$ cat src/design/aabbx_pkg.sv
package aabbx_pkg;

  localparam int FIELD_W = 32;
  localparam int AXIS_W = 2;
  localparam int LANES = 3;
  localparam int MAG_W = FIELD_W + 1;
  localparam int PROD_W = MAG_W + FIELD_W;
  localparam int ACC_W = PROD_W + 1;

  localparam int FRAC_BITS_DEF = 16;
  localparam int COORD_BITS_DEF = 32;

  localparam logic [AXIS_W-1:0] AXIS_NONE = 2'd3;

  // raw item as taken from the input channel
  typedef struct packed {
    logic [AXIS_W-1:0]               axis;
    logic                            last;
    logic [FIELD_W-1:0]              shift;
    logic [LANES-1:0][FIELD_W-1:0]   row;
    logic [LANES-1:0][FIELD_W-1:0]   bmin;
    logic [LANES-1:0][FIELD_W-1:0]   bmax;
  } raw_t;

  // local center, half extent and row magnitude per lane
  typedef struct packed {
    logic [AXIS_W-1:0]               axis;
    logic                            last;
    logic [FIELD_W-1:0]              shift;
    logic [LANES-1:0][FIELD_W-1:0]   row;
    logic [LANES-1:0][FIELD_W-1:0]   cen;
    logic [LANES-1:0][FIELD_W-1:0]   half;
    logic [LANES-1:0][FIELD_W-1:0]   mag;
  } prep_t;

  typedef struct packed {
    logic [AXIS_W-1:0]               axis;
    logic                            last;
    logic [FIELD_W-1:0]              shift;
    logic [LANES-1:0][PROD_W-1:0]    cprod;
    logic [LANES-1:0][PROD_W-1:0]    eprod;
  } prod_t;

  typedef struct packed {
    logic [AXIS_W-1:0]               axis;
    logic                            last;
    logic [ACC_W-1:0]                center;
    logic [ACC_W-1:0]                extent;
  } sum_t;

  typedef struct packed {
    logic [AXIS_W-1:0]               axis;
    logic                            last;
    logic [FIELD_W-1:0]              lo;
    logic [FIELD_W-1:0]              hi;
  } node_t;

  function automatic int sat_bits(input int coord_bits);
    return (coord_bits < FIELD_W) ? coord_bits : FIELD_W;
  endfunction

endpackage

$ cat src/design/aabbx_in_if.sv
interface aabbx_in_if;
  logic                                valid;
  logic                                ready;
  logic [aabbx_pkg::AXIS_W-1:0]        axis;
  logic signed [aabbx_pkg::FIELD_W-1:0] row_x;
  logic signed [aabbx_pkg::FIELD_W-1:0] row_y;
  logic signed [aabbx_pkg::FIELD_W-1:0] row_z;
  logic signed [aabbx_pkg::FIELD_W-1:0] row_shift;
  logic signed [aabbx_pkg::FIELD_W-1:0] box_min_x;
  logic signed [aabbx_pkg::FIELD_W-1:0] box_min_y;
  logic signed [aabbx_pkg::FIELD_W-1:0] box_min_z;
  logic signed [aabbx_pkg::FIELD_W-1:0] box_max_x;
  logic signed [aabbx_pkg::FIELD_W-1:0] box_max_y;
  logic signed [aabbx_pkg::FIELD_W-1:0] box_max_z;
  logic                                last_node;

  modport source (
    output valid, axis, row_x, row_y, row_z, row_shift,
           box_min_x, box_min_y, box_min_z, box_max_x, box_max_y, box_max_z, last_node,
    input  ready
  );

  modport sink (
    input  valid, axis, row_x, row_y, row_z, row_shift,
           box_min_x, box_min_y, box_min_z, box_max_x, box_max_y, box_max_z, last_node,
    output ready
  );
endinterface


$ cat src/design/aabbx_front.sv
module aabbx_front (
  input  logic                 clk,
  input  logic                 rst,
  aabbx_in_if.sink             item,
  output logic                 prep_valid,
  input  logic                 prep_ready,
  output aabbx_pkg::prep_t     prep
);

  logic              raw_valid;
  aabbx_pkg::raw_t   raw;
  aabbx_pkg::prep_t  prep_next;
  logic              prep_free;

  assign prep_free = !prep_valid || prep_ready;
  assign item.ready = !raw_valid || prep_free;

  // items on the unused axis are taken but leave no trace
  always_ff @(posedge clk) begin
    if (rst) begin
      raw_valid <= 1'b0;
    end else if (item.ready) begin
      raw_valid <= item.valid && (item.axis != aabbx_pkg::AXIS_NONE);
    end
    if (item.ready && item.valid) begin
      raw.axis    <= item.axis;
      raw.last    <= item.last_node;
      raw.shift   <= item.row_shift;
      raw.row[0]  <= item.row_x;
      raw.row[1]  <= item.row_y;
      raw.row[2]  <= item.row_z;
      raw.bmin[0] <= item.box_min_x;
      raw.bmin[1] <= item.box_min_y;
      raw.bmin[2] <= item.box_min_z;
      raw.bmax[0] <= item.box_max_x;
      raw.bmax[1] <= item.box_max_y;
      raw.bmax[2] <= item.box_max_z;
    end
  end

  always_comb begin
    logic [aabbx_pkg::FIELD_W:0] sum;
    logic [aabbx_pkg::FIELD_W:0] dif;
    prep_next.axis  = raw.axis;
    prep_next.last  = raw.last;
    prep_next.shift = raw.shift;
    prep_next.row   = raw.row;
    for (int j = 0; j < aabbx_pkg::LANES; j++) begin
      sum = {raw.bmin[j][aabbx_pkg::FIELD_W-1], raw.bmin[j]}
          + {raw.bmax[j][aabbx_pkg::FIELD_W-1], raw.bmax[j]};
      dif = {raw.bmax[j][aabbx_pkg::FIELD_W-1], raw.bmax[j]}
          - {raw.bmin[j][aabbx_pkg::FIELD_W-1], raw.bmin[j]};
      // dropping the low bit is a floor halving
      prep_next.cen[j]  = sum[aabbx_pkg::FIELD_W:1];
      prep_next.half[j] = dif[aabbx_pkg::FIELD_W:1];
      prep_next.mag[j]  = raw.row[j][aabbx_pkg::FIELD_W-1] ? (~raw.row[j] + 1'b1)
                                                           : raw.row[j];
    end
  end

  always_ff @(posedge clk) begin
    if (rst) begin
      prep_valid <= 1'b0;
    end else if (prep_free) begin
      prep_valid <= raw_valid;
    end
    if (prep_free && raw_valid) begin
      prep <= prep_next;
    end
  end

endmodule

$ cat src/flat_wrapper.sv
// flat-port wrapper written by rule: the top's interface ports become plain ports
module aabbx_front_flat 
  (clk, rst, prep_valid, prep_ready, prep, item_valid, item_axis, item_row_x, item_row_y, item_row_z, item_row_shift, item_box_min_x, item_box_min_y, item_box_min_z, item_box_max_x, item_box_max_y, item_box_max_z, item_last_node, item_ready);
  aabbx_in_if item_i ();
  input  logic clk;
  input  logic rst;
  output logic prep_valid;
  input  logic prep_ready;
  output aabbx_pkg::prep_t prep;
  input wire logic [$bits(item_i.valid)-1:0] item_valid;
  input wire logic [$bits(item_i.axis)-1:0] item_axis;
  input wire logic [$bits(item_i.row_x)-1:0] item_row_x;
  input wire logic [$bits(item_i.row_y)-1:0] item_row_y;
  input wire logic [$bits(item_i.row_z)-1:0] item_row_z;
  input wire logic [$bits(item_i.row_shift)-1:0] item_row_shift;
  input wire logic [$bits(item_i.box_min_x)-1:0] item_box_min_x;
  input wire logic [$bits(item_i.box_min_y)-1:0] item_box_min_y;
  input wire logic [$bits(item_i.box_min_z)-1:0] item_box_min_z;
  input wire logic [$bits(item_i.box_max_x)-1:0] item_box_max_x;
  input wire logic [$bits(item_i.box_max_y)-1:0] item_box_max_y;
  input wire logic [$bits(item_i.box_max_z)-1:0] item_box_max_z;
  input wire logic [$bits(item_i.last_node)-1:0] item_last_node;
  output wire logic [$bits(item_i.ready)-1:0] item_ready;
  assign item_i.valid = item_valid;
  assign item_i.axis = item_axis;
  assign item_i.row_x = item_row_x;
  assign item_i.row_y = item_row_y;
  assign item_i.row_z = item_row_z;
  assign item_i.row_shift = item_row_shift;
  assign item_i.box_min_x = item_box_min_x;
  assign item_i.box_min_y = item_box_min_y;
  assign item_i.box_min_z = item_box_min_z;
  assign item_i.box_max_x = item_box_max_x;
  assign item_i.box_max_y = item_box_max_y;
  assign item_i.box_max_z = item_box_max_z;
  assign item_i.last_node = item_last_node;
  assign item_ready = item_i.ready;
  aabbx_front u_core (.clk(clk), .rst(rst), .item(item_i), .prep_valid(prep_valid), .prep_ready(prep_ready), .prep(prep));
endmodule
$ cat config.mk
export PLATFORM = sky130hd
export DESIGN_NAME = aabbx_front_flat
export DESIGN_NICKNAME = d
export VERILOG_FILES = /design/src/design/aabbx_pkg.sv /design/src/design/aabbx_in_if.sv /design/src/design/aabbx_front.sv /design/src/flat_wrapper.sv
export SDC_FILE = /design/constraint.sdc
export NUM_CORES = 1
export LEC_CHECK = 0
export BUFFER_PORTS_ARGS = -buffer_cell sky130_fd_sc_hd__buf_4
export CORE_AREA = 2 2 293 295
export CTS_CLUSTER_DIAMETER = 30
export DETAILED_ROUTE_END_ITERATION = 10
export DIE_AREA = 0 0 295 297
export HOLD_SLACK_MARGIN = 0.08
export PLACE_DENSITY_LB_ADDON = 0.08
export REMOVE_ABC_BUFFERS = 1
export SYNTH_ARGS = -nofsm -noshare
export SYNTH_HDL_FRONTEND = slang
export SYNTH_SLANG_ARGS = --single-unit
$ cat constraint.sdc
create_clock -name clk -period 35.4 [get_ports clk]
set_clock_uncertainty 0.15 [all_clocks]
set_input_delay 10.62 -clock clk [delete_from_list [all_inputs] [get_ports clk]]
set_output_delay 10.62 -clock clk [all_outputs]
set_load 0.01 [all_outputs]
==> impl_metrics.json <==
{
  "hpwl_mm": 76.76,
  "core_mm2": 0.08448,
  "relSlewSlack": 0.2841,
  "yosys_warnings": 0,
  "drt_iter0_drc": 1651,
  "dp_slack_ns": 13.31,
  "synth-async-reset-ratio": 0,
  "finalSetupViolCount": 0,
  "cts_resized": 0,
  "drtAntennaViolNets": 0,
  "design_area_mm2": 0.04628,
  "die_w_um": 295,
  "h-tree-depth": 4,
  "dieArea_mm2": 0.08762,
  "vias": 23460,
  "hp-class": "flip-flop to flip-flop",
  "start_kind": "primary input",
  "drive_gt1_frac": 0.2921,
  "die_h_um": 297,
  "power.total_w": 0.002810,
  "synth_seq_area_share": 0.6483,
  "irDropWorstVdd_mv": 0.04682,
  "num-fill-cells": 7126,
  "fin_tns_setup_ns": 0,
  "syn_inst": 2553,
  "worst_slew_pin_slew_ns": 1.074,
  "cts_max_path_buffers": 3,
  "post_cts_buffers": 0,
  "fin_crit_sh": 0.6239,
  "rsz0062_at_grt": "false",
  "synth.avg_cell_area_um2": 13.43,
  "ys_ff_latch": 741,
  "root_buffer": "clkbuf_16",
  "initial_core_util": 0.4059,
  "totalWireLength_mm": 99.91,
  "overflow": 0,
  "grtUsageTotal": 0.2227,
  "drc": 0,
  "fmax_mhz": 45.28,
  "critPathRequiredTime_ns": 24.63,
  "clock-sinks": 741,
  "ios": 748,
  "final_common_cell": "buf_4",
  "crit_fanout": 3,
  "cts-buffers-inserted": 156,
  "tritoncts": "yes",
  "synthFlopType": "edfxtp_1",
  "final_util": 0.5479,
  "route.met2.wl_mm": 51.11,
  "hold_viol": 0,
  "io_buffer_count": 747,
  "top_layer": "met5",
  "syn_area_mm2": 0.03429,
  "area_growth_pct": 34.97,
  "ys_types": 75,
  "status": "complete, no violations",
  "dr.pass1.iters": 5,
  "setup_ws_ns": 13.31,
  "grt_pass1_vias": 23720,
  "gp_congestion": 0.9230,
  "drv_cap": 0,
  "grt_pass1_wl_mm": 146.0,
  "synth_edf_count": 739,
  "ctsHoldBuffers": 0,
  "wl_met1_mm": 37.45,
  "leakage_nw": 18.36,
  "layout_common_cells": "buf_4 (758), edfxtp_1 (739), xnor2_1 (229), a21oi_1 (194), ha_1 (189)",
  "clkLatencyLatePin_ns": 0.74,
  "powerDensity_mw_per_mm2": 60.72,
  "grt_antenna_before_repair": 17,
  "grt_max_degree": 166,
  "cp-end-kind": "output port",
  "place_area_mm2": 0.04108,
  "viasPerCell": 5.042,
  "clkTransAtPathRegs_ns": 0.04,
  "slew_viol_final": 0,
  "wl_met3_mm": 8.049,
  "fin_crit_ns": 22.09,
  "cp.arrival_ns": 11.32,
  "routedWlPerCell_um": 21.47,
  "crit_type": "primary input to output port",
  "num_rows": 107,
  "final_nets": 3899
}
## stage by stage
stage | std cells | hold slack [ns]
after floorplan | 2460 | 0.2503
after global placement | 4363 | 0.2513
after detailed placement | 4363 | 0.2545
after CTS | 4650 | 0.2624
after global routing | 4652 | 0.2683
final | 4653 | 0.2614
## per-layer routing
metal,GRT usage,vias to the layer above
met1,0.2473,11340
met3,0.07173,174
met4,0.09062,28
li1,-,11110
met5,0,-
met2,0.3915,814
## sequential cells by signal, summed over array words and instances (netlist names)
name and cells:
u_core.prep_valid 1, u_core.raw_valid 1, u_core.raw 192, u_core.prep 416, u_core.prep_next 131
## cells by family (layout without fill, tap and decap cells)
group                    count (synthesis)  after routing  synth area share
XOR/XNOR                               261            261           0.06666
AND/OR/NAND/NOR                        507            507           0.07389
flip-flops                             741            741            0.6483
AO/OA/AOI/OAI                          567            567            0.1073
adder cells (fa/ha/maj)                195            195           0.07247
buffers and inverters                  282           1235           0.03138
other                                    0              3                 0
## cells in the mapped netlist (all sizes together) (39+ instances only)
library cell  number  share of area
o31ai             39         0.0087
edfxtp           739           0.65
xnor2            229          0.058
a21oi            194          0.028
o21bai            51          0.011
clkbuf            81         0.0089
ha               189          0.069
nor3              48         0.0070
nand2            101          0.011
o21ai             94          0.014
nor2             152          0.017
nand2b            45         0.0082
inv              187          0.020
## power by group
group          internal [W]  leakage [nW]  switching [W]  total [W]
sequential          0.00104          7.03      0.0000273    0.00107
clock              0.000929          2.49       0.000481    0.00141
combinational      0.000142          8.83       0.000188   0.000330
## final cells by class
cell class                 instances  area (µm²)  share of cell area
clock buffer                     186        4068             0.08789
timing repair buffer             759        5710              0.1234
inverter                         189       709.4             0.01533
tap                             1144        1431             0.03093
sequential                       741       22230              0.4803
clock inverter                   101        1132             0.02447
antenna                            3       7.507           0.0001622
multi-input combinational       1530       10990              0.2375
## worst paths after layout
| check | slack [ns] | endpoint | cells after the start | start |
|---|---|---|---|---|
| worst min register to register | 0.26 | u_core.prep[417] | 0 | u_core.prep_next[417] |
| worst max register to register | 31.37 | u_core.prep[249] | 9 | u_core.raw[42] |
| worst max-delay path | 13.31 | item_ready | 4 | prep_ready |
| worst min-delay path | 0.26 | u_core.prep[417] | 0 | u_core.prep_next[417] |
## critical path: stages
cell	delay (ns)
buf_4	0.11
nor2b_1	0.27
nand2_1	0.15
buf_4	0.17
Power figures use the tool's default switching activity.
