File: config.mk
export PLATFORM = sky130hd
export DESIGN_NAME = aabbx_bound
export DESIGN_NICKNAME = d
export VERILOG_FILES = /design/src/design/aabbx_pkg.sv /design/src/design/aabbx_bound.sv
export SDC_FILE = /design/constraint.sdc
export NUM_CORES = 1
export LEC_CHECK = 0
export BUFFER_PORTS_ARGS = -buffer_cell sky130_fd_sc_hd__buf_4
export CAP_MARGIN = 30
export CORE_UTILIZATION = 54
export CTS_BUF_LIST = sky130_fd_sc_hd__clkbuf_2
export CTS_CLUSTER_SIZE = 20
export DETAILED_ROUTE_END_ITERATION = 8
export PLACE_DENSITY = 0.8
export SYNTH_ARGS = -nofsm -noshare
export SYNTH_HDL_FRONTEND = slang
export SYNTH_SLANG_ARGS = --single-unit
export TNS_END_PERCENT = 50
File: constraint.sdc
create_clock -name clk -period 5.4 [get_ports clk]
set_input_delay 0.27 -clock clk [delete_from_list [all_inputs] [get_ports clk]]
set_output_delay 0.27 -clock clk [all_outputs]
set_load 0.005 [all_outputs]
File: src/design/aabbx_pkg.sv
package aabbx_pkg;

  localparam int FIELD_W = 32;
  localparam int AXIS_W = 2;
  localparam int LANES = 3;
  localparam int MAG_W = FIELD_W + 1;
  localparam int PROD_W = MAG_W + FIELD_W;
  localparam int ACC_W = PROD_W + 1;

  localparam int FRAC_BITS_DEF = 16;
  localparam int COORD_BITS_DEF = 32;

  localparam logic [AXIS_W-1:0] AXIS_NONE = 2'd3;

  // raw item as taken from the input channel
  typedef struct packed {
    logic [AXIS_W-1:0]               axis;
    logic                            last;
    logic [FIELD_W-1:0]              shift;
    logic [LANES-1:0][FIELD_W-1:0]   row;
    logic [LANES-1:0][FIELD_W-1:0]   bmin;
    logic [LANES-1:0][FIELD_W-1:0]   bmax;
  } raw_t;

  // local center, half extent and row magnitude per lane
  typedef struct packed {
    logic [AXIS_W-1:0]               axis;
    logic                            last;
    logic [FIELD_W-1:0]              shift;
    logic [LANES-1:0][FIELD_W-1:0]   row;
    logic [LANES-1:0][FIELD_W-1:0]   cen;
    logic [LANES-1:0][FIELD_W-1:0]   half;
    logic [LANES-1:0][FIELD_W-1:0]   mag;
  } prep_t;

  typedef struct packed {
    logic [AXIS_W-1:0]               axis;
    logic                            last;
    logic [FIELD_W-1:0]              shift;
    logic [LANES-1:0][PROD_W-1:0]    cprod;
    logic [LANES-1:0][PROD_W-1:0]    eprod;
  } prod_t;

  typedef struct packed {
    logic [AXIS_W-1:0]               axis;
    logic                            last;
    logic [ACC_W-1:0]                center;
    logic [ACC_W-1:0]                extent;
  } sum_t;

  typedef struct packed {
    logic [AXIS_W-1:0]               axis;
    logic                            last;
    logic [FIELD_W-1:0]              lo;
    logic [FIELD_W-1:0]              hi;
  } node_t;

  function automatic int sat_bits(input int coord_bits);
    return (coord_bits < FIELD_W) ? coord_bits : FIELD_W;
  endfunction

endpackage

File: src/design/aabbx_bound.sv
module aabbx_bound #(
  parameter int FRAC_BITS  = aabbx_pkg::FRAC_BITS_DEF,
  parameter int COORD_BITS = aabbx_pkg::COORD_BITS_DEF
) (
  input  logic                 clk,
  input  logic                 rst,
  input  logic                 prod_valid,
  output logic                 prod_ready,
  input  aabbx_pkg::prod_t     prod,
  output logic                 node_valid,
  input  logic                 node_ready,
  output aabbx_pkg::node_t     node
);

  localparam int ACC_W = aabbx_pkg::ACC_W;
  localparam int SAT_BITS = aabbx_pkg::sat_bits(COORD_BITS);
  localparam logic signed [ACC_W-1:0] ROUND = ACC_W'(1) << (FRAC_BITS - 1);
  localparam logic signed [ACC_W-1:0] SAT_MAX = (ACC_W'(1) << (SAT_BITS - 1)) - ACC_W'(1);
  localparam logic signed [ACC_W-1:0] SAT_MIN = -SAT_MAX - ACC_W'(1);

  logic              sum_valid;
  logic              sum_free;
  aabbx_pkg::sum_t   sum;
  aabbx_pkg::sum_t   sum_next;
  aabbx_pkg::node_t  node_next;

  assign sum_free   = !node_valid || node_ready;
  assign prod_ready = !sum_valid || sum_free;

  function automatic logic signed [ACC_W-1:0] fx_round(
    input logic [aabbx_pkg::PROD_W-1:0] p
  );
    logic signed [ACC_W-1:0] t;
    t = $signed({p[aabbx_pkg::PROD_W-1], p}) + ROUND;
    return t >>> FRAC_BITS;
  endfunction

  function automatic logic [aabbx_pkg::FIELD_W-1:0] clamp(
    input logic signed [ACC_W-1:0] v
  );
    logic signed [ACC_W-1:0] c;
    if (v > SAT_MAX) begin
      c = SAT_MAX;
    end else if (v < SAT_MIN) begin
      c = SAT_MIN;
    end else begin
      c = v;
    end
    return c[aabbx_pkg::FIELD_W-1:0];
  endfunction

  always_comb begin
    logic signed [ACC_W-1:0] cacc;
    logic signed [ACC_W-1:0] eacc;
    cacc = ACC_W'($signed(prod.shift));
    eacc = '0;
    for (int j = 0; j < aabbx_pkg::LANES; j++) begin
      cacc = cacc + fx_round(prod.cprod[j]);
      eacc = eacc + fx_round(prod.eprod[j]);
    end
    sum_next.axis   = prod.axis;
    sum_next.last   = prod.last;
    sum_next.center = cacc;
    sum_next.extent = eacc;
  end

  always_ff @(posedge clk) begin
    if (rst) begin
      sum_valid <= 1'b0;
    end else if (prod_ready) begin
      sum_valid <= prod_valid;
    end
    if (prod_ready && prod_valid) begin
      sum <= sum_next;
    end
  end

  always_comb begin
    node_next.axis = sum.axis;
    node_next.last = sum.last;
    node_next.lo   = clamp($signed(sum.center) - $signed(sum.extent));
    node_next.hi   = clamp($signed(sum.center) + $signed(sum.extent));
  end

  always_ff @(posedge clk) begin
    if (rst) begin
      node_valid <= 1'b0;
    end else if (sum_free) begin
      node_valid <= sum_valid;
    end
    if (sum_free && sum_valid) begin
      node <= node_next;
    end
  end

endmodule

==> results of run 1 <==
metal layers:
metal | vias to the layer above | routed length, µm | GRT usage, %
met5 | - | 203 | 0
met2 | 939 | 36700 | 51.8
met3 | 188 | 6210 | 6.71
met1 | 12091 | 34600 | 41.6
met4 | 28 | 2520 | 10.1
li1 | 12745 | - | -
through the flow:
step | total power [mW] | setup TNS (ps) | setup slack (ps)
after floorplan | 10.3 | 0 | 2.10
after global placement | 13.9 | -4210 | -361
after detailed placement | 14.1 | -5740 | -513
after CTS | 14.9 | 0 | 218
after global routing | 16.4 | 0 | 4.71
final | 15.2 | 0 | 189
state kept, by name, indices dropped and copies added, names as in the netlist:
register and cells:
sum 105, node 67, sum_valid 1, node_next 3
node_valid 1
repair_timing:
action,CTS,global route
gates resized for setup,0,8
hold endpoints to repair,38,0
endpoints found under the setup margin,0,37
hold buffers,18,0
power breakdown:
part | internal, mW | total, mW | switching (mW)
registers | 2.27 | 2.52 | 0.250
logic | 4.90 | 11.8 | 6.95
clock network | 0.188 | 0.791 | 0.603
worst min-delay path by stage:
stage / cells after the start / from / endpoint
2_1_floorplan: 1 / rst / node_valid
3_3_place_gp: 0 / node_next[64] / node[64]
3_5_place_dp: 0 / node_next[65] / node[65]
4_1_cts: 4 / prod[16] / sum[1]
5_1_grt: 4 / prod[16] / sum[1]
6_report: 4 / prod[16] / sum[1]
critical path: cells and delay by family (launching register included):
family | cells | cell delay, ps
flops | 1 | 500
buf+inv | 2 | 270
fa+ha+maj | 2 | 500
mux | 1 | 150
compound gates | 8 | 2010
simple gates | 4 | 1570
cells in the final DEF, fill, tap and decap left out, types with 117 or more instances in the layout:
cell      synthesis  layout
fa_1            154     154
buf_4             4     763
nand3_1         155     155
o21ai_0         119     117
edfxtp_1        175     175
xnor2_1         320     320
xor2_1          147     147
a21oi_1         226     226
nand2_1         259     259
inv_1           368     368
nor2_1          245     242
ha_1            214     214
logic make-up after synthesis:
family / count (synthesis) / share of synthesized area, %
compound gates: 720 / 17.1
xor+xnor: 467 / 15.2
fa+ha+maj: 368 / 21.5
buf+inv: 453 / 6.58
flops: 177 / 19.7
mux: 6 / 0.233
simple gates: 1065 / 19.6
layout make-up:
type	instances	area (µm²)
multi-input cells	2626	19800
flip-flops and latches	177	5300
repair buffers	783	5950
clock buffers	17	85.1
diodes	8	20.0
fillers	4034	15300
clock inverters	15	218
inverters	371	1390
well taps	664	831
==> summary.txt, run 1 <==
status - finished, final reports clean
synthesized area - 0.0268 mm²
H-tree levels - 4
top post-synthesis cells by count - inv_1 (368), xnor2_1 (320), nand2_1 (259)
Die Span Y - 225 µm
Distinct cells, synth - 78
worst slew pin tran - 837 ps
Initial DRC Count - 2096
Routed WL - 80.2 mm
Setup crit start - sum[0]
Worst-Skew Late Latency - 870 ps
Core Region - 0.0490 mm²
die width - 225 µm
data arrival time of the worst path - 5830 ps
CTS root buf - clkbuf_2
Final Skew - 95.1 ps
CTS tree - yes
critical setup path kind - reg2reg
post-synth net total - 4053
CP max FO - 31
capture point of the worst path - node[54]
drt via density - 5.58
layout cells sized above 1 - 21.0%
final critical-path share of the clock period - 96.5%
hold_ws - 165 ps
# DRC - 0
CTS Buf Count - 17
critical path capture point type - register
post-synth top area cell - edfxtp_1
RSZ-0062 raised after global routing - false
crit-path max cell delay - 570 ps
Worst setup SP type - register
Post-synth ARST share - 0%
GRT Total Usage - 31.6%
Slew Limit Fails - 0
critical-path cell list - ha_1, inv_1, fa_1, a211oi_1, o21ai_1, a22oi_1, o31a_1, o311a_1, or3_1, or3_1, nor2b_1, o41a_1, mux2i_1, or4_1, o31ai_4, buf_12, o21ai_0
Routed WL per cell - 17.2 µm
Synth Register Bits - 177
Pwr Density - 451 mW/mm²
FF-to-FF End - node[54]
largest net degree at the start of global routing - 68
DPL Wire Length - 69.7 mm
Tmin final - 5210 ps
Reg2Reg Depth - 17
cell area after layout - 0.0336 mm²
I/O Pins - 498
worst r2r src - sum[0]
vias in the first global route - 24995
dpl cells - 4603
antenna violations before repair - 21
MaxCap Viol Count - 0
Final nets - 4773
Clock Tree Buf Depth - 2
area grow syn2layout - 25.3%
Die ar. - 0.0506 mm²
Final Util - 68.7%
Post-synth EDFFs - 175
Final Non-Filler Cells - 4661
Top FF cell, synth - edfxtp_1
Post-CTS Setup Inserts - 0
peak supply drop - 251 µV
RePlAce Congestion - 1.05
flop2flop setup slack - 190 ps
final antenna-violating net count - 0
Synth Instances - 3256
synth warn - 0
IO Port Bufs - 407
Placed Area - 0.0331 mm²
sequential fraction of the synthesis area - 19.7%
Synth top area share - 19.6%
most common cell in the netlist - inv_1
Highest Clock Rate - 192 MHz
CTS Sinks - 177
syn avg cell area - 8.24 µm²
data required time of the critical path - 6020 ps
CP max-delay cell - or4_1
Rows - 81
most used cell, CP - or3_1
Area contributors post-synth - edfxtp_1 (20%), fa_1 (11%), xnor2_1 (10%), ha_1 (10%), inv_1 (5.1%)
Detailed Routing Iterations Pass 1 - 6
total grt overflow - 0
Slew HR - 43.8%
type of the most critical hold path - in2reg
Initial Util - 54.8%
endpoints failing setup - 0
Worst-path clk slew - 300 ps
vias - 25991
first-pass GRT wire length - 127 mm
P_leak - 15.1 nW
Final Hold Vio Count - 0
(Power assumes the default switching activity.)
==> run 2, diff against run 1 <==
Clock period 5.4 ns to 4.6 ns, I/O delays scaled along.
==> run 2 against run 1 <==
The run now ends with setup timing left. Largest cell class unchanged. Worst hold slack got worse by 40 ps. Setup slack got worse by 430 ps. Power increased by 38%. Via count increased by 7.4%. Count of clock-buffer cells in the layout unchanged. Critical endpoint is now node[40]. Largest power group unchanged. Sequential share of layout area decreased by 1.6 points. Design area increased by 11%. First-iteration DRC count increased by 2.7%. Critical path type unchanged.
==> summary.txt, run 2 (same netlist as run 1, synthesis figures left out) <==
CTS Sinks - 177 (unchanged)
Setup TNS - -10330 ps (-10330 ps)
hold_ws - 125 ps (-40.2 ps)
Reg with most FFs - sum
Initial Util - 54.8% (unchanged)
Worst-path clk slew - 390 ps (+90 ps)
Routed WL - 90.0 mm (+12%)
Die Span Y - 225 µm (unchanged)
peak supply drop - 296 µV (+18%)
Detailed Routing Iterations Pass 1 - 6 (unchanged)
Final nets - 5141 (+7.7%)
I/O Pins - 498 (unchanged)
data required time of the critical path - 5340 ps (-680 ps)
MaxCap Viol Count - 0 (unchanged)
RePlAce Congestion - 1.01 (-3.6%)
max reg flops - 105 (unchanged)
CTS Buf Count - 17 (unchanged)
vias - 27922 (+7.4%)
die width - 225 µm (unchanged)
IO Port Bufs - 407 (unchanged)
failing checks - setup timing
Rows - 81 (unchanged)
critical path capture point type - register
GRT Total Usage - 34.5% (+2.8 points)
Core Region - 0.0490 mm² (unchanged)
antenna violations before repair - 25 (+19%)
endpoints failing setup - 62 (+62)
Final Hold Vio Count - 0 (unchanged)
final critical-path share of the clock period - 105% (+8.8 points)
Setup WS post-layout - -246 ps (-434 ps)
multi-input logic area - 0.0207 mm² (+4.4%)
Worst-Skew Late Latency - 970 ps (+100 ps)
CP max FO - 8 (-74%)
# DRC - 0 (unchanged)
Initial DRC Count - 2153 (+2.7%)
RSZ-0062 raised after global routing - true
CTS tree - yes
data arrival time of the worst path - 5580 ps (-250 ps)
status - finished, violations left
# fillers - 3541 (-12%)
critical setup path kind - reg2reg
layout cells sized above 1 - 31.2% (+10 points)
vias in the first global route - 27061 (+8.3%)
Die ar. - 0.0506 mm² (unchanged)
first-pass GRT wire length - 137 mm (+7.7%)
P_leak - 17.0 nW (+13%)
area grow syn2layout - 39.5%
drt via density - 5.55 (-0.47%)
Routed WL per cell - 17.9 µm (+3.9%)
Worst setup SP type - register
total grt overflow - 0 (unchanged)
Highest Clock Rate - 206 MHz (+7.5%)
Slew Limit Fails - 0 (unchanged)
final antenna-violating net count - 0 (unchanged)
CTS root buf - clkbuf_2
most frequent cells in the layout - buf_4 (1117), inv_1 (362), xnor2_1 (319)
H-tree levels - 4 (unchanged)
type of the most critical hold path - in2reg
Tmin final - 4850 ps (-366 ps)
Pwr Density - 560 mW/mm² (+24%)
largest net degree at the start of global routing - 109 (+60%)
commonest non-fill, non-tap cell in the layout - buf_4
Clock Tree Buf Depth - 2 (unchanged)
worst slew pin tran - 811 ps (-26.6 ps)
Final Skew - 99.2 ps (+4.14 ps)
Slew HR - 46.0% (+2.2 points)
Storage cell area - 0.00530 mm² (unchanged)
DPL Wire Length - 76.0 mm (+9.1%)
[run 2: layer usage]
| layer | vias up | global-route usage [%] | share of wire (%) |
|---|---|---|---|
| met2 | 1127 | 58.3 | 47 |
| met3 | 253 | 7.09 | 7.2 |
| met4 | 30 | 12.8 | 4.1 |
| met5 | - | 0 | 0.22 |
| met1 | 12996 | 43.2 | 41 |
| li1 | 13516 | - | - |
[run 2: timing repair]
action                                  in CTS  in global routing
hold buffers                                17                  0
endpoints found under the hold margin       33                  0
endpoints found under the setup margin      62                 81
gates cloned                                 3                  3
pin swaps                                   13                 17
setup buffers                                6                 14
gates resized for setup                     37                109
[run 2: power breakdown]
part | switching (mW) | internal (mW) | total (mW)
Combinational | 9.40 | 7.61 | 17.0
Clock | 0.715 | 0.218 | 0.933
Sequential | 0.344 | 2.67 | 3.01
Total | 10.5 | 10.5 | 21.0
[run 2: final timing paths]
kind / from / to / slack (ps) / cells past startpoint
worst max-delay path: sum[0] / node[40] / -250 / 19
worst min-delay path: node_ready / node_valid / 120 / 5
worst max register to register: sum[0] / node[40] / -250 / 19
worst min register to register: node_next[65] / node[65] / 490 / 0
[run 2: per-stage QoR]
stage	worst slack (ps)	power, mW	instance area [µm²]	instances	utilization [%]
2_1_floorplan	-574	12.3	27300	3256	-
5_1_grt	-375	22.4	37400	5028	76.4
6_report	-246	21.0	37400	5031	76.4
3_5_place_dp	-908	18.4	36100	4949	73.8
4_1_cts	-180	19.7	36800	5006	75.2
3_3_place_gp	-780	18.1	36100	4949	73.8
[run 2: worst max-delay path: stages (launching register included)]
cell and delay [ps]:
edfxtp_1 470, ha_2 200, inv_2 60, fa_2 210, a211oi_2 80, o21ai_1 230, a22oi_2 100, o31a_1 280
o311a_1 340, or3_4 360, or3_4 400, nor2b_4 150, o41a_1 370, mux2i_2 180, or4_4 530, o31ai_4 190
buf_6 160, buf_6 140, buf_16 140, o21ai_1 80
[run 2: area by class of cell]
class / count / share of cell area [%]
Clock inverter: 15 / 0.575
Sequential cell: 177 / 14.2
Antenna cell: 10 / 0.0669
Timing Repair Buffer: 1151 / 23.7
Clock buffer: 17 / 0.227
Tap cell: 664 / 2.22
Inverter: 371 / 3.72
Multi-Input combinational cell: 2626 / 55.3
