## config.mk

```make
export PLATFORM = sky130hd
export DESIGN_NAME = aabbx_union_flat
export DESIGN_NICKNAME = d
export VERILOG_FILES = /design/src/design/aabbx_pkg.sv /design/src/design/aabbx_in_if.sv /design/src/design/aabbx_union.sv /design/src/flat_wrapper.sv
export SDC_FILE = /design/constraint.sdc
export NUM_CORES = 1
export LEC_CHECK = 0
export ABC_AREA = 0
export BUFFER_PORTS_ARGS = -buffer_cell sky130_fd_sc_hd__clkbuf_2
export CORE_UTILIZATION = 35
export CTS_BUF_LIST = sky130_fd_sc_hd__clkbuf_4 sky130_fd_sc_hd__clkbuf_8
export CTS_CLUSTER_DIAMETER = 40
export DETAILED_ROUTE_END_ITERATION = 6
export GPL_TIMING_DRIVEN = 0
export PLACE_DENSITY_LB_ADDON = 0.12
export RECOVER_POWER = 50
export SYNTH_ARGS = -nofsm -noshare
export SYNTH_HDL_FRONTEND = slang
export SYNTH_SLANG_ARGS = --single-unit
```

## constraint.sdc

```tcl
create_clock -name clk -period 5.5 [get_ports clk]
set_input_delay 0.825 -clock clk [delete_from_list [all_inputs] [get_ports clk]]
set_output_delay 0.825 -clock clk [all_outputs]
set_load 0.005 [all_outputs]
```

## src/design/aabbx_pkg.sv

```systemverilog
package aabbx_pkg;

  localparam int FIELD_W = 32;
  localparam int AXIS_W = 2;
  localparam int LANES = 3;
  localparam int MAG_W = FIELD_W + 1;
  localparam int PROD_W = MAG_W + FIELD_W;
  localparam int ACC_W = PROD_W + 1;

  localparam int FRAC_BITS_DEF = 16;
  localparam int COORD_BITS_DEF = 32;

  localparam logic [AXIS_W-1:0] AXIS_NONE = 2'd3;

  // raw item as taken from the input channel
  typedef struct packed {
    logic [AXIS_W-1:0]               axis;
    logic                            last;
    logic [FIELD_W-1:0]              shift;
    logic [LANES-1:0][FIELD_W-1:0]   row;
    logic [LANES-1:0][FIELD_W-1:0]   bmin;
    logic [LANES-1:0][FIELD_W-1:0]   bmax;
  } raw_t;

  // local center, half extent and row magnitude per lane
  typedef struct packed {
    logic [AXIS_W-1:0]               axis;
    logic                            last;
    logic [FIELD_W-1:0]              shift;
    logic [LANES-1:0][FIELD_W-1:0]   row;
    logic [LANES-1:0][FIELD_W-1:0]   cen;
    logic [LANES-1:0][FIELD_W-1:0]   half;
    logic [LANES-1:0][FIELD_W-1:0]   mag;
  } prep_t;

  typedef struct packed {
    logic [AXIS_W-1:0]               axis;
    logic                            last;
    logic [FIELD_W-1:0]              shift;
    logic [LANES-1:0][PROD_W-1:0]    cprod;
    logic [LANES-1:0][PROD_W-1:0]    eprod;
  } prod_t;

  typedef struct packed {
    logic [AXIS_W-1:0]               axis;
    logic                            last;
    logic [ACC_W-1:0]                center;
    logic [ACC_W-1:0]                extent;
  } sum_t;

  typedef struct packed {
    logic [AXIS_W-1:0]               axis;
    logic                            last;
    logic [FIELD_W-1:0]              lo;
    logic [FIELD_W-1:0]              hi;
  } node_t;

  function automatic int sat_bits(input int coord_bits);
    return (coord_bits < FIELD_W) ? coord_bits : FIELD_W;
  endfunction

endpackage

```

## src/design/aabbx_in_if.sv

```systemverilog


interface aabbx_out_if;
  logic                                valid;
  logic                                ready;
  logic [aabbx_pkg::AXIS_W-1:0]        out_axis;
  logic signed [aabbx_pkg::FIELD_W-1:0] node_lo;
  logic signed [aabbx_pkg::FIELD_W-1:0] node_hi;
  logic signed [aabbx_pkg::FIELD_W-1:0] union_lo;
  logic signed [aabbx_pkg::FIELD_W-1:0] union_hi;
  logic                                union_done;

  modport source (
    output valid, out_axis, node_lo, node_hi, union_lo, union_hi, union_done,
    input  ready
  );

  modport sink (
    input  valid, out_axis, node_lo, node_hi, union_lo, union_hi, union_done,
    output ready
  );
endinterface

```

## src/design/aabbx_union.sv

```systemverilog
module aabbx_union #(
  parameter int COORD_BITS = aabbx_pkg::COORD_BITS_DEF
) (
  input  logic                 clk,
  input  logic                 rst,
  input  logic                 node_valid,
  output logic                 node_ready,
  input  aabbx_pkg::node_t     node,
  aabbx_out_if.source          result
);

  localparam int FW = aabbx_pkg::FIELD_W;
  localparam int SAT_BITS = aabbx_pkg::sat_bits(COORD_BITS);
  localparam logic signed [FW-1:0] SAT_MAX = (FW'(1) << (SAT_BITS - 1)) - FW'(1);
  localparam logic signed [FW-1:0] SAT_MIN = -SAT_MAX - FW'(1);

  logic signed [FW-1:0] run_lo [aabbx_pkg::LANES];
  logic signed [FW-1:0] run_hi [aabbx_pkg::LANES];
  logic signed [FW-1:0] uni_lo;
  logic signed [FW-1:0] uni_hi;

  assign node_ready = !result.valid || result.ready;

  always_comb begin
    uni_lo = ($signed(node.lo) < run_lo[node.axis]) ? $signed(node.lo) : run_lo[node.axis];
    uni_hi = ($signed(node.hi) > run_hi[node.axis]) ? $signed(node.hi) : run_hi[node.axis];
  end

  always_ff @(posedge clk) begin
    if (rst) begin
      result.valid <= 1'b0;
      for (int a = 0; a < aabbx_pkg::LANES; a++) begin
        run_lo[a] <= SAT_MAX;
        run_hi[a] <= SAT_MIN;
      end
    end else begin
      if (node_ready) begin
        result.valid <= node_valid;
      end
      if (node_ready && node_valid) begin
        // the closing node is reported in the union, then the axis starts over
        run_lo[node.axis] <= node.last ? SAT_MAX : uni_lo;
        run_hi[node.axis] <= node.last ? SAT_MIN : uni_hi;
      end
    end
    if (node_ready && node_valid) begin
      result.out_axis   <= node.axis;
      result.node_lo    <= node.lo;
      result.node_hi    <= node.hi;
      result.union_lo   <= uni_lo;
      result.union_hi   <= uni_hi;
      result.union_done <= node.last;
    end
  end

endmodule

```

## src/flat_wrapper.sv

```systemverilog
// flat-port wrapper written by rule: the top's interface ports become plain ports
module aabbx_union_flat 
#(
  parameter int COORD_BITS = aabbx_pkg::COORD_BITS_DEF
)
  (clk, rst, node_valid, node_ready, node, result_valid, result_out_axis, result_node_lo, result_node_hi, result_union_lo, result_union_hi, result_union_done, result_ready);
  aabbx_out_if result_i ();
  input  logic clk;
  input  logic rst;
  input  logic node_valid;
  output logic node_ready;
  input  aabbx_pkg::node_t node;
  output wire logic [$bits(result_i.valid)-1:0] result_valid;
  output wire logic [$bits(result_i.out_axis)-1:0] result_out_axis;
  output wire logic [$bits(result_i.node_lo)-1:0] result_node_lo;
  output wire logic [$bits(result_i.node_hi)-1:0] result_node_hi;
  output wire logic [$bits(result_i.union_lo)-1:0] result_union_lo;
  output wire logic [$bits(result_i.union_hi)-1:0] result_union_hi;
  output wire logic [$bits(result_i.union_done)-1:0] result_union_done;
  input wire logic [$bits(result_i.ready)-1:0] result_ready;
  assign result_valid = result_i.valid;
  assign result_out_axis = result_i.out_axis;
  assign result_node_lo = result_i.node_lo;
  assign result_node_hi = result_i.node_hi;
  assign result_union_lo = result_i.union_lo;
  assign result_union_hi = result_i.union_hi;
  assign result_union_done = result_i.union_done;
  assign result_i.ready = result_ready;
  aabbx_union #(.COORD_BITS(COORD_BITS)) u_core (.clk(clk), .rst(rst), .node_valid(node_valid), .node_ready(node_ready), .node(node), .result(result_i));
endmodule
```

==> results of run 1 <==
[layout make-up]
class | instances | share of cell area [%]
repair buffers | 212 | 4.11
diodes | 1 | 0.0107
plain buffers | 118 | 2.10
well taps | 748 | 3.99
inverters | 100 | 1.60
clock inverters | 51 | 2.37
multi-input cells | 1013 | 30.7
flip-flops and latches | 388 | 49.6
clock buffers | 101 | 5.52
[Yosys cell counts (2+ instances only)]
| cell type | number | area share [%] |
|---|---|---|
| sky130_fd_sc_hd__clkbuf_1 | 87 | 1.7 |
| sky130_fd_sc_hd__buf_1 | 9 | 0.17 |
| sky130_fd_sc_hd__a211oi_2 | 2 | 0.13 |
| sky130_fd_sc_hd__nand2_1 | 107 | 2.0 |
| sky130_fd_sc_hd__o21a_1 | 3 | 0.11 |
| sky130_fd_sc_hd__nor4_1 | 31 | 0.98 |
| sky130_fd_sc_hd__nand3b_1 | 33 | 1.3 |
| sky130_fd_sc_hd__buf_6 | 3 | 0.17 |
| sky130_fd_sc_hd__nand2b_1 | 3 | 0.095 |
| sky130_fd_sc_hd__o211ai_1 | 5 | 0.19 |
| sky130_fd_sc_hd__nor3_1 | 7 | 0.18 |
| sky130_fd_sc_hd__a31o_2 | 3 | 0.13 |
| sky130_fd_sc_hd__inv_1 | 100 | 1.9 |
| sky130_fd_sc_hd__a211o_1 | 3 | 0.13 |
| sky130_fd_sc_hd__ha_1 | 63 | 4.0 |
| sky130_fd_sc_hd__a21oi_1 | 52 | 1.3 |
| sky130_fd_sc_hd__a21o_1 | 10 | 0.38 |
| sky130_fd_sc_hd__nand3_1 | 103 | 2.6 |
| sky130_fd_sc_hd__edfxtp_1 | 387 | 59 |
| sky130_fd_sc_hd__nor2_1 | 165 | 3.1 |
| sky130_fd_sc_hd__and4_1 | 2 | 0.089 |
| sky130_fd_sc_hd__nand4_1 | 9 | 0.29 |
| sky130_fd_sc_hd__mux2_2 | 63 | 3.6 |
| sky130_fd_sc_hd__a31oi_1 | 2 | 0.064 |
| sky130_fd_sc_hd__mux4_2 | 2 | 0.23 |
| sky130_fd_sc_hd__o21ai_0 | 99 | 2.5 |
| sky130_fd_sc_hd__a221o_1 | 3 | 0.15 |
| sky130_fd_sc_hd__a211oi_4 | 30 | 3.0 |
| sky130_fd_sc_hd__o211ai_2 | 31 | 2.0 |
| sky130_fd_sc_hd__a211oi_1 | 96 | 3.7 |
| sky130_fd_sc_hd__or3_1 | 7 | 0.22 |
| sky130_fd_sc_hd__buf_2 | 18 | 0.46 |
| sky130_fd_sc_hd__and3_1 | 2 | 0.064 |
| sky130_fd_sc_hd__mux2i_1 | 63 | 3.2 |
[through the flow]
step | util (%) | hold slack [ns]
after floorplan | - | 0.530
after global placement | 39.1 | 0.515
after detailed placement | 39.6 | 0.527
after CTS | 43.0 | 0.314
after global routing | 42.4 | 0.326
final | 42.4 | 0.386
[routing by layer]
metal | part of all wire (%) | vias to the layer above | routed length, microns
li1 | - | 6672 | -
met5 | 0.053 | - | 30
met4 | 2.5 | 4 | 1420
met2 | 50 | 363 | 28200
met3 | 4.5 | 107 | 2570
met1 | 43 | 7047 | 24500
[report_power, final]
group          total [mW]  leakage (nW)  internal [mW]  switching, mW
logic                1.10          3.80          0.345          0.753
registers            3.48          3.52           3.44         0.0331
clock network        3.44         0.948           2.09           1.35
[state kept, by name (all words and copies together), names as in the netlist]
name / cells
u_core.result.node_hi: 32
u_core.result.node_lo: 32
u_core.result.out_axis: 2
u_core.result.union_done: 1
u_core.result.union_hi: 32
u_core.result.union_lo: 32
u_core.result.valid: 1
u_core.run_hi: 128
u_core.run_lo: 128
[repair_timing]
item | CTS | global route
hold buffers | 0 | 0
endpoints found under the setup margin | 0 | 1
resized for setup | 0 | 1
[kinds of logic (layout without fill, tap and decap cells)]
kind of cell	Yosys count	in the layout	share of synthesized area (%)
compound gates	347	347	14.2
fa+ha+maj	63	63	4.00
simple gates	475	475	11.3
mux	128	128	7.03
flops	388	388	59.1
other cells	0	1	0
buf+inv	218	582	4.40
[path summary, 6_finish.rpt]
path | startpoint | end | slack (ns) | cells past startpoint
worst max register to register | u_core.result.valid | u_core.result.union_hi[17] | 1.07 | 4
worst max-delay path | node[65] | u_core.result.union_hi[22] | 0.29 | 16
worst min-delay path | node[65] | u_core.result.out_axis[0] | 0.39 | 1
worst min register to register | u_core.result.valid | u_core.result.valid | 0.54 | 2
==> implementation parameters, run 1 <==
Parameter                              Value

Run status
  Result of the run ... finished, violations left
  Violations in the final reports ... max-capacitance violations, max-slew violations

Route
  Wirelength per Cell ... 20.8 microns
  Total DRC errors in the routed layout ... 0
  Initial DRC Count ... 888
  Total via count after detailed routing ... 14193
  ANT nets after route ... 0
  Count of TritonRoute iterations in the first routing pass ... 5
  Total Wirelength ... 56800 microns
  Via density ... 5.20

Timing
  Max-slew violations ... 138
  Number of hold-slack violations in the final timing report ... 0
  Endpoints failing setup ... 0
  Final cycle utilization of the critical path ... 94.8%
  Worst Tran Pin Value ... 2.45 ns
  RSZ-0062 raised after global routing ... no
  Fin crit period ... 5.21 ns
  Worst Skew ... 0.0342 ns
  Worst max-slew margin expressed relative to the limit ... -64.4%
  Highest achievable clock rate ... 192 MHz
  Total negative setup slack ... 0 ns
  Minimum setup slack in the final design ... 0.286 ns

GRT
  Largest net degree at the start of global routing ... 77
  Via count of the first global-routing pass ... 14677
  Global router's overall resource usage ... 20.0%
  GRT busiest layer ... met2
  Global-route track usage on met1 ... 24.9%
  Met3 layer usage reported by global route ... 3.68%
  M2 GR Usage ... 34.9%
  Total grt overflow ... 0
  Number of antenna violations at the first check in global routing ... 3
  Global-route wire length before repair ... 85700 microns

Finish
  Layout-stage area growth over the synthesis result ... 19.1%
  Finished Layout Cells ... 2732
  Final design area excluding fillers ... 23500 sq um
  Final nets ... 2050
  Layout cell share with drive strength beyond 1 ... 18.8%
  Commonest non-fill, non-tap cell in the layout ... sky130_fd_sc_hd__edfxtp_1
  Leading cell types in the layout, fill and taps excluded ... sky130_fd_sc_hd__edfxtp_1 (387), sky130_fd_sc_hd__clkbuf_1 (227), sky130_fd_sc_hd__nor2_1 (165), sky130_fd_sc_hd__nand2_1 (107), sky130_fd_sc_hd__nand3_1 (103)
  Filler instances ... 5420
  Combined area of the multi-input logic cells ... 7200 sq um
  Register area ... 11600 sq um

Worst setup path
  Worst path slowest cell ... sky130_fd_sc_hd__nor4_2
  Highest net fanout along the worst path ... 10
  Buffer and inverter count on the worst path ... 6
  Cells along the critical path ... clkbuf_2 -> buf_4 -> clkbuf_1 -> buf_2 -> mux2i_1 -> nand2_1 -> o21ai_0 -> ha_1 -> nand4_1 -> nor4_2 -> nand3_2 -> o21ai_1 -> clkbuf_1 -> a211oi_1 -> a211oi_4 -> inv_1
  Cell type group with the largest total delay on the critical path ... buffers and inverters
  Worst path arrival time ... 5.58 ns
  Slowest stage delay, CP ... 0.60 ns
  Nature of the critical path endpoint ... register
  Dominant cell type by count on the critical path ... sky130_fd_sc_hd__clkbuf_1
  Required time of the worst setup path ... 5.87 ns
  Setup crit start kind ... primary input
  Worst Path Class, Setup ... in -> reg

Pwr
  PnR Total Power ... 8.02 mW
  Peak supply drop ... 0.198 mV
  Pwr/cell area ... 342 nW/um^2
  Static leakage ... 8.27 nW

Clock network
  H-tree lvl count ... 3
  Number of buffers inserted by post-CTS setup repair ... 0
  Maximum number of buffers from clock root to sink ... 3
  Clock input transition at the sequential cells of the worst setup and hold paths ... 0.05 ns
  Clock net sink count ... 388
  CTS Buf Count ... 83
  Later-pin clock latency in the skew report ... 0.66 ns
  Clock Tree Root ... sky130_fd_sc_hd__clkbuf_8
  TritonCTS clock tree ... built

Placed design
  Placement Cell Area ... 21900 sq um
  Worst Setup Slack post-DPL ... -0.425 ns
  Placed insts ... 2579
  Number of buffers added on ports ... 203
  Global placement routability congestion ... 0.842
  Post-DP HPWL ... 39700 microns

Die
  Initial cell density of the core ... 35.6%
  Die extent in y ... 239 microns
  Area of the die ... 57200 sq um
  Core box area ... 55300 sq um
  Number of cell rows ... 86
  I/O pin total ... 204
  Width of the die ... 239 microns

Synthesis
  Number of standard cells after synthesis ... 1619
  Synthesis-stage register bit count ... 388
  Post-synth ARST share ... 0%
  Net Count, Synth ... 1753
  Unique masters post-synth ... 50
  Synth warnings ... 0
  Most used DFF post-synth ... sky130_fd_sc_hd__edfxtp_1
  Mean area per synthesized cell ... 12.2 sq um
  Number of flops mapped to enable cells by yosys ... 387
  Proportion of synthesized chip area in sequential cells ... 59.1%
  Area of the mapped netlist ... 19700 sq um

Flow run
  Maximum Capacitance Violations ... 4

Worst hold path
  Hold crit path type ... in -> reg
Power figures use the tool's default switching activity.
==> run 2: changes to the inputs <==
--- a/config.mk
+++ b/config.mk
@@ -13,7 +13,6 @@
 export DETAILED_ROUTE_END_ITERATION = 6
 export GPL_TIMING_DRIVEN = 0
 export PLACE_DENSITY_LB_ADDON = 0.12
-export RECOVER_POWER = 50
 export SYNTH_ARGS = -nofsm -noshare
 export SYNTH_HDL_FRONTEND = slang
 export SYNTH_SLANG_ARGS = --single-unit
==> run 2 against run 1 <==
The run now ends clean; combinational power about the same; fmax up 1.0%; critical path depth unchanged; clock skew up 0.00075 ns; register-to-register slack better by 0.25 ns; hold slack worse by 0.0042 ns; routed wire length about the same; core utilization up 0.56 points; sequential share of layout area down 0.64 points; via count about the same; critical endpoint is now u_core.run_hi[1][16]; largest power group unchanged.
==> implementation parameters, run 2 (same netlist as run 1, synthesis figures left out) <==
Parameter                              Value

Timing
  Worst max-slew margin expressed relative to the limit ... 42.5%
  Final cycle utilization of the critical path ... 93.9%
  Endpoints failing setup ... 0
  Worst Hold Margin ... 0.382 ns
  Minimum setup slack in the final design ... 0.338 ns
  Max-slew violations ... 0
  Fin crit period ... 5.16 ns
  Worst Tran Pin Value ... 0.856 ns
  RSZ-0062 raised after global routing ... no
  Number of hold-slack violations in the final timing report ... 0
  Total negative setup slack ... 0 ns
  Worst Skew ... 0.0350 ns
  Highest achievable clock rate ... 194 MHz

Worst setup path
  Highest net fanout along the worst path ... 10
  Buffer and inverter count on the worst path ... 5
  Nature of the critical path endpoint ... register
  Worst path arrival time ... 5.54 ns
  Cell type group with the largest total delay on the critical path ... buffers and inverters
  Dominant cell type by count on the critical path ... sky130_fd_sc_hd__clkbuf_1
  Worst Path Class, Setup ... in -> reg
  Required time of the worst setup path ... 5.88 ns
  Slowest stage delay, CP ... 0.58 ns
  Setup crit start kind ... primary input
  Worst path slowest cell ... sky130_fd_sc_hd__nor4_2
  Cells along the critical path ... clkbuf_2 -> buf_4 -> clkbuf_1 -> buf_2 -> mux2i_1 -> nand2_1 -> o21ai_0 -> ha_1 -> nand4_1 -> nor4_2 -> nand3_2 -> o21ai_1 -> clkbuf_1 -> a211oi_1 -> a211oi_4 -> nor2_1

Die
  Width of the die ... 239 microns
  I/O pin total ... 204
  Die extent in y ... 239 microns
  Core box area ... 55300 sq um
  Area of the die ... 57200 sq um
  Number of cell rows ... 86
  Initial cell density of the core ... 35.6%

Pwr
  PnR Total Power ... 8.04 mW
  Peak supply drop ... 0.197 mV
  Pwr/cell area ... 338 nW/um^2
  Static leakage ... 8.73 nW

Flow run
  Maximum Capacitance Violations ... 0

Run status
  Result of the run ... finished clean

Route
  Total Wirelength ... 56700 microns
  Initial DRC Count ... 950
  Wirelength per Cell ... 20.8 microns
  Total DRC errors in the routed layout ... 0
  Via density ... 5.19
  Total via count after detailed routing ... 14192
  Count of TritonRoute iterations in the first routing pass ... 5
  ANT nets after route ... 0

Finish
  Final design area excluding fillers ... 23800 sq um
  Leading cell types in the layout, fill and taps excluded ... sky130_fd_sc_hd__edfxtp_1 (387), sky130_fd_sc_hd__clkbuf_2 (203), sky130_fd_sc_hd__nor2_1 (164), sky130_fd_sc_hd__nand2_1 (107), sky130_fd_sc_hd__nand3_1 (103)
  Finished Layout Cells ... 2732
  Layout-stage area growth over the synthesis result ... 20.7%
  Final nets ... 2050
  Largest registers ... u_core.run_hi x128, u_core.run_lo x128
  Layout cell share with drive strength beyond 1 ... 26.0%
  Filler instances ... 5349
  Commonest non-fill, non-tap cell in the layout ... sky130_fd_sc_hd__edfxtp_1
  Final core occ ... 43.0%

Clock network
  Clock net sink count ... 388
  Later-pin clock latency in the skew report ... 0.66 ns
  CTS Buf Count ... 83
  Clock Tree Root ... sky130_fd_sc_hd__clkbuf_8
  Number of buffers inserted by post-CTS setup repair ... 0
  Maximum number of buffers from clock root to sink ... 3
  H-tree lvl count ... 3
  Clock input transition at the sequential cells of the worst setup and hold paths ... 0.05 ns
  TritonCTS clock tree ... built

GRT
  Via count of the first global-routing pass ... 14677
  Largest net degree at the start of global routing ... 77
  Number of antenna violations at the first check in global routing ... 3
  Global router's overall resource usage ... 20.0%
  Total grt overflow ... 0
  Global-route wire length before repair ... 85700 microns

Placed design
  Placed insts ... 2579
  Global placement routability congestion ... 0.842
  Worst Setup Slack post-DPL ... -0.425 ns
  Post-DP HPWL ... 39700 microns
  Placement Cell Area ... 21900 sq um
  Number of buffers added on ports ... 203

Worst hold path
  Hold crit path type ... in -> reg
-- run 2: path summary, 6_finish.rpt --
check,startpoint,slack (ns),endpoint,depth (start not counted)
setup / recovery,node[65],0.34,u_core.run_hi[1][16],16
hold / removal,node[65],0.38,u_core.result.out_axis[0],1
setup reg to reg,u_core.run_hi[1][31],1.32,u_core.run_hi[1][16],11
hold reg to reg,u_core.result.valid,0.54,u_core.result.valid,2
-- run 2: layout make-up --
| type | instances | area (sq um) | area share (%) |
|---|---|---|---|
| tap | 748 | 936 | 3.94 |
| multi-input combinational | 1013 | 7230 | 30.4 |
| clock inverter | 51 | 557 | 2.34 |
| clock buffer | 101 | 1300 | 5.45 |
| buffer | 118 | 492 | 2.07 |
| sequential | 388 | 11600 | 49.0 |
| antenna | 1 | 2.50 | 0.0105 |
| inverter | 100 | 380 | 1.60 |
| timing repair buffer | 212 | 1240 | 5.22 |
-- run 2: power by group --
part / switching [mW] / internal, mW / total, mW
Clock: 1.35 / 2.09 / 3.44
Sequential: 0.0335 / 3.44 / 3.47
Combinational: 0.757 / 0.371 / 1.13
Total: 2.14 / 5.90 / 8.04
-- run 2: what timing repair did --
item,CTS,global route
endpoints found under the setup margin,0,1
endpoints found under the hold margin,0,0
hold buffers,0,0
gates resized for setup,0,1
-- run 2: per-layer routing --
| layer | up-vias | GRT usage (%) | wire length (microns) |
|---|---|---|---|
| li1 | 6680 | - | - |
| met1 | 7042 | 24.9 | 24600 |
| met2 | 358 | 34.9 | 28100 |
| met3 | 108 | 3.68 | 2530 |
| met4 | 4 | 6.66 | 1430 |
| met5 | - | 0 | 31 |
==> run 3: changes to the inputs <==
--- a/config.mk
+++ b/config.mk
@@ -5,7 +5,7 @@
 export SDC_FILE = /design/constraint.sdc
 export NUM_CORES = 1
 export LEC_CHECK = 0
-export ABC_AREA = 0
+export ABC_AREA = 1
 export BUFFER_PORTS_ARGS = -buffer_cell sky130_fd_sc_hd__clkbuf_2
 export CORE_UTILIZATION = 35
 export CTS_BUF_LIST = sky130_fd_sc_hd__clkbuf_4 sky130_fd_sc_hd__clkbuf_8
@@ -13,6 +13,7 @@
 export DETAILED_ROUTE_END_ITERATION = 6
 export GPL_TIMING_DRIVEN = 0
 export PLACE_DENSITY_LB_ADDON = 0.12
+export RECOVER_POWER = 100
 export SYNTH_ARGS = -nofsm -noshare
 export SYNTH_HDL_FRONTEND = slang
 export SYNTH_SLANG_ARGS = --single-unit
==> run 3 against run 2 <==
The run now ends with max-capacitance violations, max-slew violations left; highest routed layer unchanged; register-to-register slack got worse by 0.51 ns; largest cell class unchanged; largest power group unchanged; worst setup slack improved by 0.027 ns; count of clock-buffer cells in the layout fell by 4; global-route usage decreased by 0.96 points; power decreased by 3.9%.
==> implementation parameters, run 3 <==
Parameter                              Value

Run status
  Result of the run ... finished, violations left
  Violations in the final reports ... max-capacitance violations, max-slew violations

Route
  Total Wirelength ... 47400 microns
  Wirelength per Cell ... 19.6 microns
  Initial DRC Count ... 706
  Via density ... 4.92
  ANT nets after route ... 0
  Count of TritonRoute iterations in the first routing pass ... 5
  Total via count after detailed routing ... 11882
  Total DRC errors in the routed layout ... 0

Pwr
  Clock share of power ... 41.9%
  Static leakage ... 7.73 nW
  Pwr/cell area ... 377 nW/um^2
  Share of power burned in registers ... 45.3%
  Peak supply drop ... 0.163 mV
  Logic pwr share ... 12.8%
  Int Pwr ... 5.71 mW
  Psw ... 2.02 mW
  Switching power share of the total ... 26.1%

GRT
  Number of antenna violations at the first check in global routing ... 2
  Global-route wire length before repair ... 71300 microns
  Largest net degree at the start of global routing ... 88
  Via count of the first global-routing pass ... 11900
  Global router's overall resource usage ... 19.1%
  Total grt overflow ... 0

Finish
  Final nets ... 1827
  Leading cell types in the layout, fill and taps excluded ... sky130_fd_sc_hd__edfxtp_1 (387), sky130_fd_sc_hd__nand2_1 (252), sky130_fd_sc_hd__clkbuf_1 (192), sky130_fd_sc_hd__inv_1 (154), sky130_fd_sc_hd__nand3_1 (129)
  Count of inserted antenna diode cells ... 0
  Filler instances ... 4823
  Layout-stage area growth over the synthesis result ... 18.4%
  Commonest non-fill, non-tap cell in the layout ... sky130_fd_sc_hd__edfxtp_1
  Final design area excluding fillers ... 20500 sq um
  Layout cell share with drive strength beyond 1 ... 14.4%
  Largest registers ... u_core.run_hi x128, u_core.run_lo x128

Synthesis
  Top post-synthesis cells by count ... sky130_fd_sc_hd__edfxtp_1 (387), sky130_fd_sc_hd__nand2_1 (211), sky130_fd_sc_hd__inv_1 (154)
  Net Count, Synth ... 1538
  Number of flops mapped to enable cells by yosys ... 387
  Library cell with the largest summed area after synthesis ... sky130_fd_sc_hd__edfxtp_1
  Proportion of synthesized chip area in sequential cells ... 67.2%
  Synth top area cells ... sky130_fd_sc_hd__edfxtp_1 (67%), sky130_fd_sc_hd__nand2_1 (4.6%), sky130_fd_sc_hd__ha_1 (4.5%)
  Portion of synthesized cell area occupied by the leading cell type ... 67.0%
  Post-synth ARST share ... 0%
  Unique masters post-synth ... 35
  Most used DFF post-synth ... sky130_fd_sc_hd__edfxtp_1
  Most instantiated library cell after synthesis ... sky130_fd_sc_hd__edfxtp_1
  Area of the mapped netlist ... 17300 sq um
  Synth warnings ... 0
  Synthesis-stage register bit count ... 388
  Mean area per synthesized cell ... 12.3 sq um
  Number of standard cells after synthesis ... 1404

Die
  Number of cell rows ... 81
  Width of the die ... 225 microns
  Die extent in y ... 225 microns
  Area of the die ... 50400 sq um
  I/O pin total ... 204
  Initial cell density of the core ... 35.5%
  Core box area ... 48800 sq um

Flow run
  Maximum Capacitance Violations ... 6

Timing
  Final cycle utilization of the critical path ... 93.4%
  Worst Skew ... 0.0254 ns
  Worst max-slew margin expressed relative to the limit ... -49.8%
  RSZ-0062 raised after global routing ... no
  Worst Tran Pin Value ... 2.25 ns
  Number of hold-slack violations in the final timing report ... 0
  Highest achievable clock rate ... 195 MHz
  Minimum setup slack in the final design ... 0.364 ns
  Max-slew violations ... 203
  Endpoints failing setup ... 0
  Fin crit period ... 5.14 ns

Clock network
  Number of gates resized after CTS ... 0
  CTS Buf Count ... 78
  Clock Tree Root ... sky130_fd_sc_hd__clkbuf_8
  Clock net sink count ... 388
  Number of buffers inserted by post-CTS setup repair ... 0
  TritonCTS clock tree ... built
  Later-pin clock latency in the skew report ... 0.64 ns
  H-tree lvl count ... 3
  Clock input transition at the sequential cells of the worst setup and hold paths ... 0.06 ns
  Hold bufs inserted after CTS ... 0
  Maximum number of buffers from clock root to sink ... 3

Placed design
  Global placement routability congestion ... 0.775
  Worst Setup Slack post-DPL ... -0.432 ns
  Post-DP HPWL ... 31800 microns
  Number of buffers added on ports ... 203
  Placement Cell Area ... 19400 sq um

Worst hold path
  Hold crit path type ... in -> reg

Worst setup path
  Worst Path Class, Setup ... in -> reg
  Nature of the critical path endpoint ... register
  Worst path arrival time ... 5.50 ns
  Required time of the worst setup path ... 5.87 ns
  Setup crit start kind ... primary input
  Highest net fanout along the worst path ... 10
run 3: cell types whose count changed after synthesis, moves of 31 or more:
cell / change
sky130_fd_sc_hd__mux2i_1: -63
sky130_fd_sc_hd__inv_1: +54
sky130_fd_sc_hd__nand2_1: +104
sky130_fd_sc_hd__o21ai_0: -90
sky130_fd_sc_hd__o211ai_2: -31
sky130_fd_sc_hd__a211oi_1: -93
sky130_fd_sc_hd__nor2_1: -51
sky130_fd_sc_hd__mux2_2: -63
sky130_fd_sc_hd__nand3b_1: -33
sky130_fd_sc_hd__a221oi_1: +63
sky130_fd_sc_hd__nand2_2: +41
sky130_fd_sc_hd__a22o_1: +61
run 3: cell families (layout without fill, tap and decap cells):
logic type               after synthesis  in the layout  share of synthesized area (%)
AND/OR/NAND/NOR                      550            550                           15.1
flip-flops                           388            388                           67.2
buffers and inverters                230            579                           5.36
AO/OA/AOI/OAI                        173            173                           7.80
adder cells (fa/ha/maj)               63             63                           4.55
run 3: area by class of cell:
class / count / area (sq um) / share of cell area (%)
multi-input cells: 786 / 4540 / 22.1
plain buffers: 72 / 329 / 1.60
repair buffers: 209 / 882 / 4.30
flip-flops and latches: 388 / 11600 / 56.7
clock buffers: 97 / 1230 / 5.99
inverters: 158 / 597 / 2.91
clock inverters: 43 / 469 / 2.29
well taps: 664 / 831 / 4.05
run 3: routing by layer:
metal,share of wire (%),global-route usage [%],routed length [microns]
met1,43,23.9,20400
met2,49,32.6,23200
met3,5.6,3.70,2640
met4,2.3,6.93,1070
met5,0.049,0,23
run 3: critical path: stages:
cell and delay (ns):
sky130_fd_sc_hd__clkbuf_1 0.16, sky130_fd_sc_hd__buf_6 0.18, sky130_fd_sc_hd__nor2_2 0.37, sky130_fd_sc_hd__clkbuf_1 0.67, sky130_fd_sc_hd__a221oi_1 0.29, sky130_fd_sc_hd__ha_1 0.37
sky130_fd_sc_hd__nand2_1 0.09, sky130_fd_sc_hd__nor2_1 0.21, sky130_fd_sc_hd__nand4_1 0.22, sky130_fd_sc_hd__nor4_2 0.46, sky130_fd_sc_hd__nand3_1 0.35, sky130_fd_sc_hd__nand3_2 0.31
sky130_fd_sc_hd__clkbuf_1 0.54, sky130_fd_sc_hd__nand2_1 0.15, sky130_fd_sc_hd__nand3_1 0.22, sky130_fd_sc_hd__nor2_1 0.07
run 3: stage by stage:
stage,util [%],setup TNS (ns),cells,power (mW),hold WS [ns]
finish,42.0,0,2417,7.73,0.412
global route,42.0,0,2417,8.11,0.389
CTS,43.1,0,2417,7.92,0.333
detailed placement,39.6,-38.78,2277,4.64,0.529
global placement,39.3,-273.10,2271,4.64,0.494
floorplan,-,0,1404,4.22,0.518
run 3: worst paths after layout:
kind,end,cells after the start,from,slack [ns]
worst max-delay path,u_core.run_hi[0][21],16,node[65],0.36
worst min-delay path,u_core.result.valid,2,rst,0.41
worst max register to register,u_core.run_hi[2][4],9,u_core.result.valid,0.81
worst min register to register,u_core.result.valid,2,u_core.result.valid,0.52
run 3: power by group through the flow:
stage          clock, mW  combinational [mW]  sequential [mW]
6_report            3.24               0.992             3.50
5_1_grt             3.47                1.12             3.52
4_1_cts             3.33                1.09             3.50
3_5_place_dp           0                1.09             3.56
3_3_place_gp           0                1.06             3.58
2_1_floorplan          0               0.638             3.58
